### config.mk
export PLATFORM = sky130hd
export DESIGN_NAME = interval_subtract_blockers
export DESIGN_NICKNAME = d
export VERILOG_FILES = /design/src/hw/rtl/isb_pkg.sv /design/src/hw/rtl/isb_ram.sv /design/src/hw/rtl/isb_scan.sv /design/src/hw/rtl/interval_subtract_blockers.sv
export SDC_FILE = /design/constraint.sdc
export NUM_CORES = 2
export LEC_CHECK = 0
export BUFFER_PORTS_ARGS = -buffer_cell sky130_fd_sc_hd__buf_2
export CAP_MARGIN = 15
export CELL_PAD_IN_SITES_DETAIL_PLACEMENT = 0
export CELL_PAD_IN_SITES_GLOBAL_PLACEMENT = 1
export CORE_ASPECT_RATIO = 1.1
export CORE_MARGIN = 10
export CORE_UTILIZATION = 54
export CTS_CLUSTER_SIZE = 12
export DETAILED_ROUTE_END_ITERATION = 8
export PLACE_DENSITY_LB_ADDON = 0.1
export SETUP_SLACK_MARGIN = 0.2
export SYNTH_ARGS = -nofsm -noshare
export SYNTH_HDL_FRONTEND = slang
export SYNTH_HIERARCHICAL = 1
export SYNTH_SLANG_ARGS = --single-unit
### constraint.sdc
create_clock -name clk -period 13.15 [get_ports clk]
set_clock_uncertainty 0.1 [all_clocks]
set_input_delay 1.315 -clock clk [delete_from_list [all_inputs] [get_ports clk]]
set_output_delay 1.315 -clock clk [all_outputs]
set_load 0.02 [all_outputs]
### src/hw/rtl/isb_pkg.sv
// shared types and constants for the interval subtract block
package isb_pkg;

  localparam int ADDR_W           = 64;
  localparam int TAG_W            = 8;
  localparam int MODE_W           = 2;
  localparam int MAX_BLOCKERS_DEF = 16;

  typedef enum logic [MODE_W-1:0] {
    MODE_CLEAR = 2'd0,
    MODE_ADD   = 2'd1,
    MODE_QUERY = 2'd2,
    MODE_NOP   = 2'd3
  } mode_t;

  typedef enum logic [1:0] {
    ST_IDLE,
    ST_SCAN,
    ST_DECIDE,
    ST_FINISH
  } state_t;

  // control into the scan accumulator
  typedef struct packed {
    logic              clear;
    logic              valid;
    logic [ADDR_W-1:0] cursor;
  } scan_ctl_t;

  // summary of one pass over the table
  typedef struct packed {
    logic              any;
    logic              cov;
    logic [ADDR_W-1:0] max_end;
    logic              min_v;
    logic [ADDR_W-1:0] min_start;
  } scan_stat_t;

endpackage

### src/hw/rtl/isb_ram.sv
// generic single write port ram with registered read
module isb_ram #(
  parameter int WIDTH = 8,
  parameter int DEPTH = 16
) (
  input  logic                                  clk,
  input  logic                                  we,
  input  logic [(DEPTH > 1 ? $clog2(DEPTH) : 1)-1:0] waddr,
  input  logic [WIDTH-1:0]                      wdata,
  input  logic [(DEPTH > 1 ? $clog2(DEPTH) : 1)-1:0] raddr,
  output logic [WIDTH-1:0]                      rdata
);

  logic [WIDTH-1:0] mem [DEPTH];

  // write port and registered read
  always_ff @(posedge clk) begin
    if (we) begin
      mem[waddr] <= wdata;
    end
    rdata <= mem[raddr];
  end

endmodule

### src/hw/rtl/isb_scan.sv
// accumulates coverage and next blocker start over one pass of the table
module isb_scan import isb_pkg::*; (
  input  logic              clk,
  input  scan_ctl_t         ctl,
  input  logic [ADDR_W-1:0] qs,
  input  logic [ADDR_W-1:0] qe,
  input  logic [ADDR_W-1:0] bs,
  input  logic [ADDR_W-1:0] be,
  output scan_stat_t        stat
);

  logic ovl;
  logic covers;
  logic ahead;

  // entry overlaps the query, then its relation to the cursor
  assign ovl    = (bs < be) && (qs < be) && (bs < qe);
  assign covers = ovl && (bs <= ctl.cursor) && (be > ctl.cursor);
  assign ahead  = ovl && (bs > ctl.cursor);

  always_ff @(posedge clk) begin
    if (ctl.clear) begin
      stat.any   <= 1'b0;
      stat.cov   <= 1'b0;
      stat.min_v <= 1'b0;
    end else if (ctl.valid) begin
      if (ovl) begin
        stat.any <= 1'b1;
      end
      if (covers) begin
        stat.cov <= 1'b1;
        if (!stat.cov || be > stat.max_end) begin
          stat.max_end <= be;
        end
      end
      if (ahead) begin
        stat.min_v <= 1'b1;
        if (!stat.min_v || bs < stat.min_start) begin
          stat.min_start <= bs;
        end
      end
    end
  end

endmodule

### src/hw/rtl/interval_subtract_blockers.sv
// top level: blocker table, query sequencer and result register
//
// Usage: an item (mode, span_start, span_end, range_tag) is taken when
// start is high and busy is low. Clear, add and unknown-mode items give one
// acknowledge result in the next cycle and leave busy low, so another item
// may follow at once. An add to a full table is acknowledged with rejected.
// A query sets busy and runs passes over the blocker table, which sits in a
// ram with registered read. Each pass reads every stored entry, one a cycle,
// and either jumps the cursor past the blockers covering it or finds the
// next piece, ending at the nearest blocker start ahead of it or at the span
// end. A query runs P + 1 passes, P being at most the number of pieces plus
// covered stretches. Results come out as one-cycle strobes on result_strobe,
// in ascending address order, the final one with last_piece; a piece found
// in a pass is kept in a pending register until the next decision or the
// finish state and is then registered onto the outputs. The receiver cannot
// stall; no result is held. Reset empties the table and returns to idle; the
// table contents themselves are not cleared.
module interval_subtract_blockers import isb_pkg::*; #(
  parameter int MAX_BLOCKERS = MAX_BLOCKERS_DEF
) (
  input  logic              clk,
  input  logic              rst,
  input  logic              start,
  output logic              busy,
  input  logic [MODE_W-1:0] mode,
  input  logic [ADDR_W-1:0] span_start,
  input  logic [ADDR_W-1:0] span_end,
  input  logic [TAG_W-1:0]  range_tag,
  output logic              result_strobe,
  output logic [ADDR_W-1:0] piece_start,
  output logic [ADDR_W-1:0] piece_end,
  output logic [TAG_W-1:0]  piece_tag,
  output logic              no_piece,
  output logic              rejected,
  output logic              last_piece
);

  localparam int CW = $clog2(MAX_BLOCKERS + 1);
  localparam int AW = (MAX_BLOCKERS > 1) ? $clog2(MAX_BLOCKERS) : 1;
  localparam logic [CW-1:0] FULL = CW'(MAX_BLOCKERS);

  state_t state, state_next;

  logic [CW-1:0]     count;
  logic [CW-1:0]     rd_idx;
  logic              rd_v;
  logic              first;
  logic [ADDR_W-1:0] qs, qe, cursor;
  logic [TAG_W-1:0]  tag;
  logic              pend_v;
  logic [ADDR_W-1:0] pend_s, pend_e;

  logic                  ram_we;
  logic [2*ADDR_W-1:0]   ram_rdata;
  scan_ctl_t             sctl;
  scan_stat_t            sstat;

  // next-state and decision signals
  logic              accept;
  logic              emit;
  logic [ADDR_W-1:0] e_s, e_e;
  logic [TAG_W-1:0]  e_tag;
  logic              e_none, e_rej, e_last;
  logic              rescan;
  logic              new_pend;
  logic [ADDR_W-1:0] pe;
  logic [ADDR_W-1:0] cursor_next;

  assign accept = start && !busy;
  assign busy   = (state != ST_IDLE);
  assign ram_we = accept && (mode_t'(mode) == MODE_ADD) && (count < FULL);

  // blocker table, start in the upper half and end in the lower
  isb_ram #(.WIDTH(2*ADDR_W), .DEPTH(MAX_BLOCKERS)) u_ram (
    .clk   (clk),
    .we    (ram_we),
    .waddr (count[AW-1:0]),
    .wdata ({span_start, span_end}),
    .raddr (rd_idx[AW-1:0]),
    .rdata (ram_rdata)
  );

  isb_scan u_scan (
    .clk  (clk),
    .ctl  (sctl),
    .qs   (qs),
    .qe   (qe),
    .bs   (ram_rdata[2*ADDR_W-1:ADDR_W]),
    .be   (ram_rdata[ADDR_W-1:0]),
    .stat (sstat)
  );

  // end of the piece found in this pass
  assign pe = (sstat.min_v && sstat.min_start < qe) ? sstat.min_start : qe;

  // sequencer
  always_comb begin
    state_next  = state;
    emit        = 1'b0;
    e_s         = '0;
    e_e         = '0;
    e_tag       = '0;
    e_none      = 1'b1;
    e_rej       = 1'b0;
    e_last      = 1'b1;
    rescan      = 1'b0;
    new_pend    = 1'b0;
    cursor_next = cursor;
    sctl.clear  = 1'b0;
    sctl.valid  = rd_v;
    sctl.cursor = cursor;
    unique case (state)
      ST_IDLE: begin
        if (accept) begin
          if (mode_t'(mode) == MODE_QUERY) begin
            state_next  = ST_SCAN;
            sctl.clear  = 1'b1;
            cursor_next = span_start;
          end else begin
            emit  = 1'b1;
            e_rej = (mode_t'(mode) == MODE_ADD) && (count >= FULL);
          end
        end
      end
      ST_SCAN: begin
        if (rd_idx == count && !rd_v) begin
          state_next = ST_DECIDE;
        end
      end
      ST_DECIDE: begin
        if (first && !sstat.any) begin
          emit       = 1'b1;
          e_s        = qs;
          e_e        = qe;
          e_tag      = tag;
          e_none     = 1'b0;
          state_next = ST_IDLE;
        end else if (qs >= qe) begin
          emit       = 1'b1;
          e_tag      = tag;
          state_next = ST_IDLE;
        end else if (sstat.cov) begin
          cursor_next = sstat.max_end;
          if (sstat.max_end >= qe) begin
            state_next = ST_FINISH;
          end else begin
            rescan = 1'b1;
          end
        end else begin
          new_pend    = 1'b1;
          cursor_next = pe;
          if (pend_v) begin
            emit   = 1'b1;
            e_s    = pend_s;
            e_e    = pend_e;
            e_tag  = tag;
            e_none = 1'b0;
            e_last = 1'b0;
          end
          if (pe >= qe) begin
            state_next = ST_FINISH;
          end else begin
            rescan = 1'b1;
          end
        end
        if (rescan) begin
          state_next = ST_SCAN;
          sctl.clear = 1'b1;
        end
      end
      ST_FINISH: begin
        emit       = 1'b1;
        e_tag      = tag;
        state_next = ST_IDLE;
        if (pend_v) begin
          e_s    = pend_s;
          e_e    = pend_e;
          e_none = 1'b0;
        end
      end
      default: state_next = ST_IDLE;
    endcase
  end

  // state and control registers
  always_ff @(posedge clk) begin
    if (rst) begin
      state         <= ST_IDLE;
      count         <= '0;
      rd_idx        <= '0;
      rd_v          <= 1'b0;
      first         <= 1'b0;
      pend_v        <= 1'b0;
      result_strobe <= 1'b0;
    end else begin
      state         <= state_next;
      result_strobe <= emit;
      if (accept && mode_t'(mode) == MODE_CLEAR) begin
        count <= '0;
      end else if (ram_we) begin
        count <= count + 1'b1;
      end
      if (sctl.clear) begin
        rd_idx <= '0;
        rd_v   <= 1'b0;
      end else if (state == ST_SCAN) begin
        rd_v <= (rd_idx < count);
        if (rd_idx < count) begin
          rd_idx <= rd_idx + 1'b1;
        end
      end
      if (state == ST_IDLE) begin
        first  <= 1'b1;
        pend_v <= 1'b0;
      end else if (state == ST_DECIDE) begin
        first <= 1'b0;
        if (new_pend) begin
          pend_v <= 1'b1;
        end
      end
    end
  end

  // query and result payload
  always_ff @(posedge clk) begin
    cursor <= cursor_next;
    if (accept) begin
      qs  <= span_start;
      qe  <= span_end;
      tag <= range_tag;
    end
    if (new_pend) begin
      pend_s <= cursor;
      pend_e <= pe;
    end
    if (emit) begin
      piece_start <= e_s;
      piece_end   <= e_e;
      piece_tag   <= e_tag;
      no_piece    <= e_none;
      rejected    <= e_rej;
      last_piece  <= e_last;
    end
  end

endmodule

# Word level (Yosys, flattened, before mapping)

Memory sizes are Yosys's and may differ from the RTL's. A register that Yosys moved wholly into a read port is not among the register bits.
Index checks and enable logic that the tools add are counted.

$add $sub $neg: 2
Order comparisons: 15
Eq/ne operators: 13
Multiplexer cells: 62
Bitwise logic cells: 4
Reduce and logical (&&, ||, !) cells: 38

Operator list:

| kind                                                             | number |
|---|---|
| 64-bit two-way mux                                               | 14 |
| 64-bit case mux with 2 select lines                              | 3 |
| 64-bit < comparator                                              | 5 |
| 64-bit >= comparator                                             | 3 |
| 64-bit > comparator                                              | 3 |
| 64-bit less-or-equal comparator                                  | 1 |
| 8-bit two-way mux                                                | 4 |
| 1-bit two-way mux                                                | 27 |
| 2-bit two-way mux                                                | 9 |
| 8-bit case mux with 2 select lines                               | 1 |
| 1-bit logical AND                                                | 13 |
| 5-bit by 1-bit adder with 5-bit output (second input constant)   | 2 |
| 2-bit != test (second input constant)                            | 5 |
| 2-bit AND reduction                                              | 5 |
| 5-bit AND reduction                                              | 2 |
| 2-bit case mux with 4 select lines                               | 1 |
| 4-bit AND reduction                                              | 2 |
| 2-bit OR reduction                                               | 4 |
| 2-bit equality test (second input constant)                      | 3 |
| 6-bit by 4-bit != test with 1-bit output (second input constant) | 1 |
| 6-bit != test (second input constant)                            | 1 |
| 5-bit equality test                                              | 1 |
| 5-bit >= comparator (second input constant)                      | 1 |
| 1-bit logical NOT                                                | 5 |
| 10 further kinds                                                 | 18 |

Bits in registers: 614
Bits in writable memories: 2048
Word-level logic and storage cells: 159
Memories kept: 1

Memory list:

| memory    | words | width | rd ports | clocked after memory_dff | wr ports | line          | text |
|---|---|---|---|---|---|---|---|
| u_ram.mem | 16    | 128   | 1        | 1                        | 1        | isb_ram.sv:14 | `logic [WIDTH-1:0] mem [DEPTH];` |

# Logic depth before layout (Yosys ltp)

Depth after elaboration: 13
Gate-level depth with buffers: 27
Mapped depth without buffers: 26

# Modules after synthesis

The synthesis kept the hierarchy.

Modules (own cells, without submodules):

| module                     | times used | cells each | area each (µm²) |
|---|---|---|---|
| isb_ram                    | 1          | 3365       | 79331.1 |
| interval_subtract_blockers | 1          | 1830       | 24521.0 |
| isb_scan                   | 1          | 1599       | 14736.6 |

# Worst setup path before layout

Ideal clock, no wire load.

Path kind: in2reg
Start point: input start
End point: memory u_ram/mem[0][0] (netlist name) (enable)
Arrival time: 11.056 ns
Setup slack: 1.222 ns
Stages: 6
Path buffers: 0
Cell sequence: nand2_1 nor2_1 nand2_1 nor2_1 or3b_2 nor3_1

Longest elaborated chain between the ends: 5

Ends and longest elaborated chain:

| element                                 | line                             | text |
|---|---|---|
| start: declaration                      | interval_subtract_blockers.sv:23 | `input logic start,` |
| 1-bit logical AND                       | interval_subtract_blockers.sv:69 | `assign accept = start && !busy;` |
| 1-bit logical AND (2 in series)         | interval_subtract_blockers.sv:71 | `assign ram_we = accept && (mode_t'(mode) == MODE_ADD) && (count < FULL);` |
| via ram_we                              | interval_subtract_blockers.sv:53 | `logic ram_we;` |
| 1-bit two-way mux                       | isb_ram.sv:18                    | `if (we) begin` |
| 1-bit two-way mux (implied by the code) | isb_ram.sv:19                    | `mem[waddr] <= wdata;` |
| end: declaration                        | isb_ram.sv:14                    |  |

The timed path passes the listed nets, and every way through them passes these cells.

==> metrics.log <==
INFO  metric min_period_over_period = 0.7771
INFO  metric synth_area_leader_cell = sky130_fd_sc_hd__edfxtp_1
INFO  metric final_layout_size_suffix_gt1_frac = 0.1900
INFO  metric gr-usage-all-layers = 0.3036
INFO  metric share_seq_of_total_power = 0.528
INFO  metric finalCriticalPeriod = 10.22 ns
INFO  metric grt_use_met3 = 0.06018
INFO  metric port_buffers = 281
INFO  metric viasPerCell = 6.519
INFO  metric vias = 67670
INFO  metric crit_path_max_fanout = 47
INFO  metric largest_net_degree_at_the_start_of_global_routing = roughly 130
INFO  metric grt_remaining_overflow = 0
INFO  metric clkLatencyLatePin = roughly 0.96 ns
INFO  metric netlist_instances = 6794
INFO  metric netSwitchingFraction = 0.2142
INFO  metric fin_setup_tns = 0 ns
INFO  metric first_global_vias = 66790
INFO  metric synth_compound_gate_area_share = 0.06467
INFO  metric dpl.hpwl = ~240000 µm
INFO  metric critical-path-slowest-cell = sky130_fd_sc_hd__buf_4
INFO  metric design.portCount = 282
INFO  metric post_cts_resize_count = 0
INFO  metric power.combinational.fraction = 0.045
INFO  metric tritoncts_num_sinks = around 2800
INFO  metric fp.coreArea = 0.2187 mm²
INFO  metric final-instance-count-excl-fill = 10380
INFO  metric grt.met2_usage = 0.4607
INFO  metric flow.area_growth_from_synthesis = 12.02%
INFO  metric outcome = finished clean
INFO  metric adder_cell_fraction_of_synth_area = 0.07449
INFO  metric final_util = 0.6074
INFO  metric tritoncts.num_buffers = 305
INFO  metric first_iter_violations = 8455
INFO  metric cp_data_arrival_time = 10.66 ns
INFO  metric cts_max_path_buffers = 4
INFO  metric final_setup_violation_count = 0
INFO  metric die_h = 511.5 µm
INFO  metric drcViolationCount = 0
INFO  metric async_flop_share = 0
INFO  metric critical_path_class = register to register
INFO  metric synth.mux.area_fraction = 0.1056
INFO  metric met1_usage = 0.4476
INFO  metric cts-hold-fix-buffers = 0
INFO  metric detail-route-antenna-nets = 0
INFO  metric gr-max-usage-layer = met2
INFO  metric global_route_wire_length_before_repair = approximately 510000 µm
INFO  metric netlist.area_leader.share = 0.6693
INFO  metric count_of_flip_flops_with_a_built_in_enable_after_synthesis = 2643
INFO  metric netlist_area = around 0.12 mm²
INFO  metric cellPowerDensity = 141.6 mW/mm²
INFO  metric dominantRegCellSynth = sky130_fd_sc_hd__edfxtp_1
INFO  metric post_synth.cell_area_avg = 17.45 µm²
INFO  metric clock_tree_from_tritoncts = yes
INFO  metric final.fill_count = between 15000 and 20000
INFO  metric fmax = 97.86 MHz
INFO  metric worst_hold_slack = ~0.35 ns
INFO  metric place.detailed.instances = 9846
INFO  metric ys_top_cells_by_area = sky130_fd_sc_hd__edfxtp_1, sky130_fd_sc_hd__mux4_2, sky130_fd_sc_hd__ha_1
INFO  metric die_area = between 0.2 and 0.25 mm²
INFO  metric hold_violations = 0
INFO  metric place_ws = 2.891 ns
INFO  metric mappedNetlistNets = 7641
INFO  metric floorplan.initialDensity = 0.5423
INFO  metric worst_ir_drop_vdd = about 0.13 mV
INFO  metric netSwitchingPower = just over 4 mW
INFO  metric routabilityCongestion = 0.9517
INFO  metric largest_family_of_logic_cells_by_synthesized_area = multiplexers
INFO  metric share_of_the_yosys_chip_area_belonging_to_registers = 0.6941
INFO  metric cts.htree.levels = 5
INFO  metric internal_power = 14.78 mW
INFO  metric avgRoutedWirePerCell = roughly 35 µm
INFO  metric yosys_register_bits = 2790
INFO  metric dr.pass1.iters = 6
INFO  metric p_leak = 46.54 nW
INFO  metric endpoint_kind = register
INFO  metric yosysWarningCount = 6
INFO  metric critical_path.startpoint_type = register
INFO  metric post_synth_xor_area_fraction = 0.0005170
INFO  metric nets = 8088
INFO  metric maxSlewHeadroom = 0.1568
INFO  metric die_width = 466.8 µm
INFO  metric layout_setup_ws = 2.932 ns
INFO  metric totalWireLength = 367700 µm
INFO  metric root_buffer = sky130_fd_sc_hd__clkbuf_16
INFO  metric critical_path_required = 13.59 ns
INFO  metric antenna_violations_before_repair = 78
INFO  metric maxSlewViolCount = 0
INFO  metric cpMostUsedCell = sky130_fd_sc_hd__a21oi_1
INFO  metric synth_cell_type_count = 93
INFO  metric setup_repair_after_global_routing_missed_its_margin = no
INFO  metric hold_class = register to register
INFO  metric max_stage_delay = 0.85 ns
INFO  metric max-cap-violations = 0
INFO  metric worst_slew_pin_slew = 1.255 ns
INFO  metric clkPwrFrac = 0.427
INFO  metric cts_setup_buffers = 0
INFO  metric synth_simple_gate_area_frac = 0.03705
INFO  metric path_clk_slew = roughly 0.060 ns
INFO  metric floorplan.rows = 180
==> cells in the final DEF (no fill, tap or decap), drive strengths merged, types with 17 or more instances in the layout <==
cell type  synthesis  final
ha               706    706
a22oi            221    221
nor3              41     41
a22o             129    129
o211ai            34     34
nor2b             27     27
nand2            386    386
clkinv             0     34
a21o              79     79
a31o              66     66
edfxtp          2643   2643
nand3            140    140
inv              418    424
mux2              63     63
buf              105    386
nor4              19     19
o22ai             25     25
nand4            109    109
a211oi            58     58
nand2b            20     20
clkbuf           141    466
and4              17     17
nor2             116    116
a21oi            234    234
mux4             476    476
mux2i             87     87
o21ai            106    106
dfxtp            147    147
o21a              19     19
a2111oi           18     18
==> path summary, 6_finish.rpt <==
kind | start | endpoint | slack (ns) | depth (start not counted)
worst max-delay path | qe[17] | u_scan/stat[74] | 2.93 | 28
worst min-delay path | cursor[14] | pend_s[14] | 0.35 | 0
worst max register to register | qe[17] | u_scan/stat[74] | 2.93 | 28
worst min register to register | cursor[14] | pend_s[14] | 0.35 | 0
==> sequential cells by signal, indices dropped and copies added, names as in the netlist, 2 cells and up <==
register and flops:
piece_tag 8, u_ram/mem 2048, rd_idx 5, tag 8, count 5, piece_start 64
pend_e 64, qs 64, pend_s 64, u_scan/stat 131, state 2, cursor 64
u_ram/rdata 128, piece_end 64, qe 64
==> power groups by stage <==
stage	registers [mW]	clock network (mW)	logic [mW]
floorplan	10.1	0	0.418
global placement	10.1	0	0.830
detailed placement	10.1	0	0.839
CTS	9.93	8.15	0.842
global route	9.93	8.51	0.927
finish	9.93	8.03	0.849
==> cells in the mapped netlist, drive strengths merged, types with 87 or more instances <==
| cell | count |
|---|---|
| nand4 | 109 |
| edfxtp | 2643 |
| a22oi | 221 |
| buf | 105 |
| ha | 706 |
| a22o | 129 |
| dfxtp | 147 |
| o21ai | 106 |
| a21oi | 234 |
| nand2 | 386 |
| mux2i | 87 |
| nor2 | 116 |
| nand3 | 140 |
| clkbuf | 141 |
| inv | 418 |
| mux4 | 476 |
==> per-stage QoR <==
stage          cell area, µm²  power (mW)
2_1_floorplan          118600       10.52
3_3_place_gp           123600       10.94
4_1_cts                132800       18.92
3_5_place_dp           123600       10.95
5_1_grt                132800       19.37
6_report               132800       18.81
==> routing by layer <==
layer	vias up	wire, µm
li1	28260	-
met1	35460	153800
met2	3362	167700
met3	552	34700
met4	34	11340
met5	-	226
==> cell type report <==
| cell class | instances | area [µm²] | area share |
|---|---|---|---|
| well taps | 2912 | 3643 | 0.02743 |
| clock buffers | 466 | 8636 | 0.06501 |
| inverters | 418 | 1575 | 0.01186 |
| clock inverters | 54 | 544.3 | 0.004097 |
| multi-input cells | 3340 | 33730 | 0.2539 |
| repair buffers | 386 | 2345 | 0.01765 |
| flip-flops and latches | 2790 | 82330 | 0.6198 |
| diodes | 15 | 37.54 | 0.0002826 |
==> logic make-up after synthesis <==
group                      Yosys count
muxes                              626
and+or+nand+nor                    919
adders and majority gates          706
buffers and inverters              664
AOI/OAI and AO/OA                 1082
DFF                               2790
xor gates and xnor gates             7
==> critical path: cells and delay by family (launching register included) <==
| kind | cells | cell delay (ns) |
|---|---|---|
| mux | 1 | 0.37 |
| simple gates | 8 | 3.14 |
| fa+ha+maj | 2 | 0.58 |
| buf+inv | 3 | 1.72 |
| flops | 1 | 0.44 |
| compound gates | 14 | 3.22 |
Power figures use the tool's default switching activity.
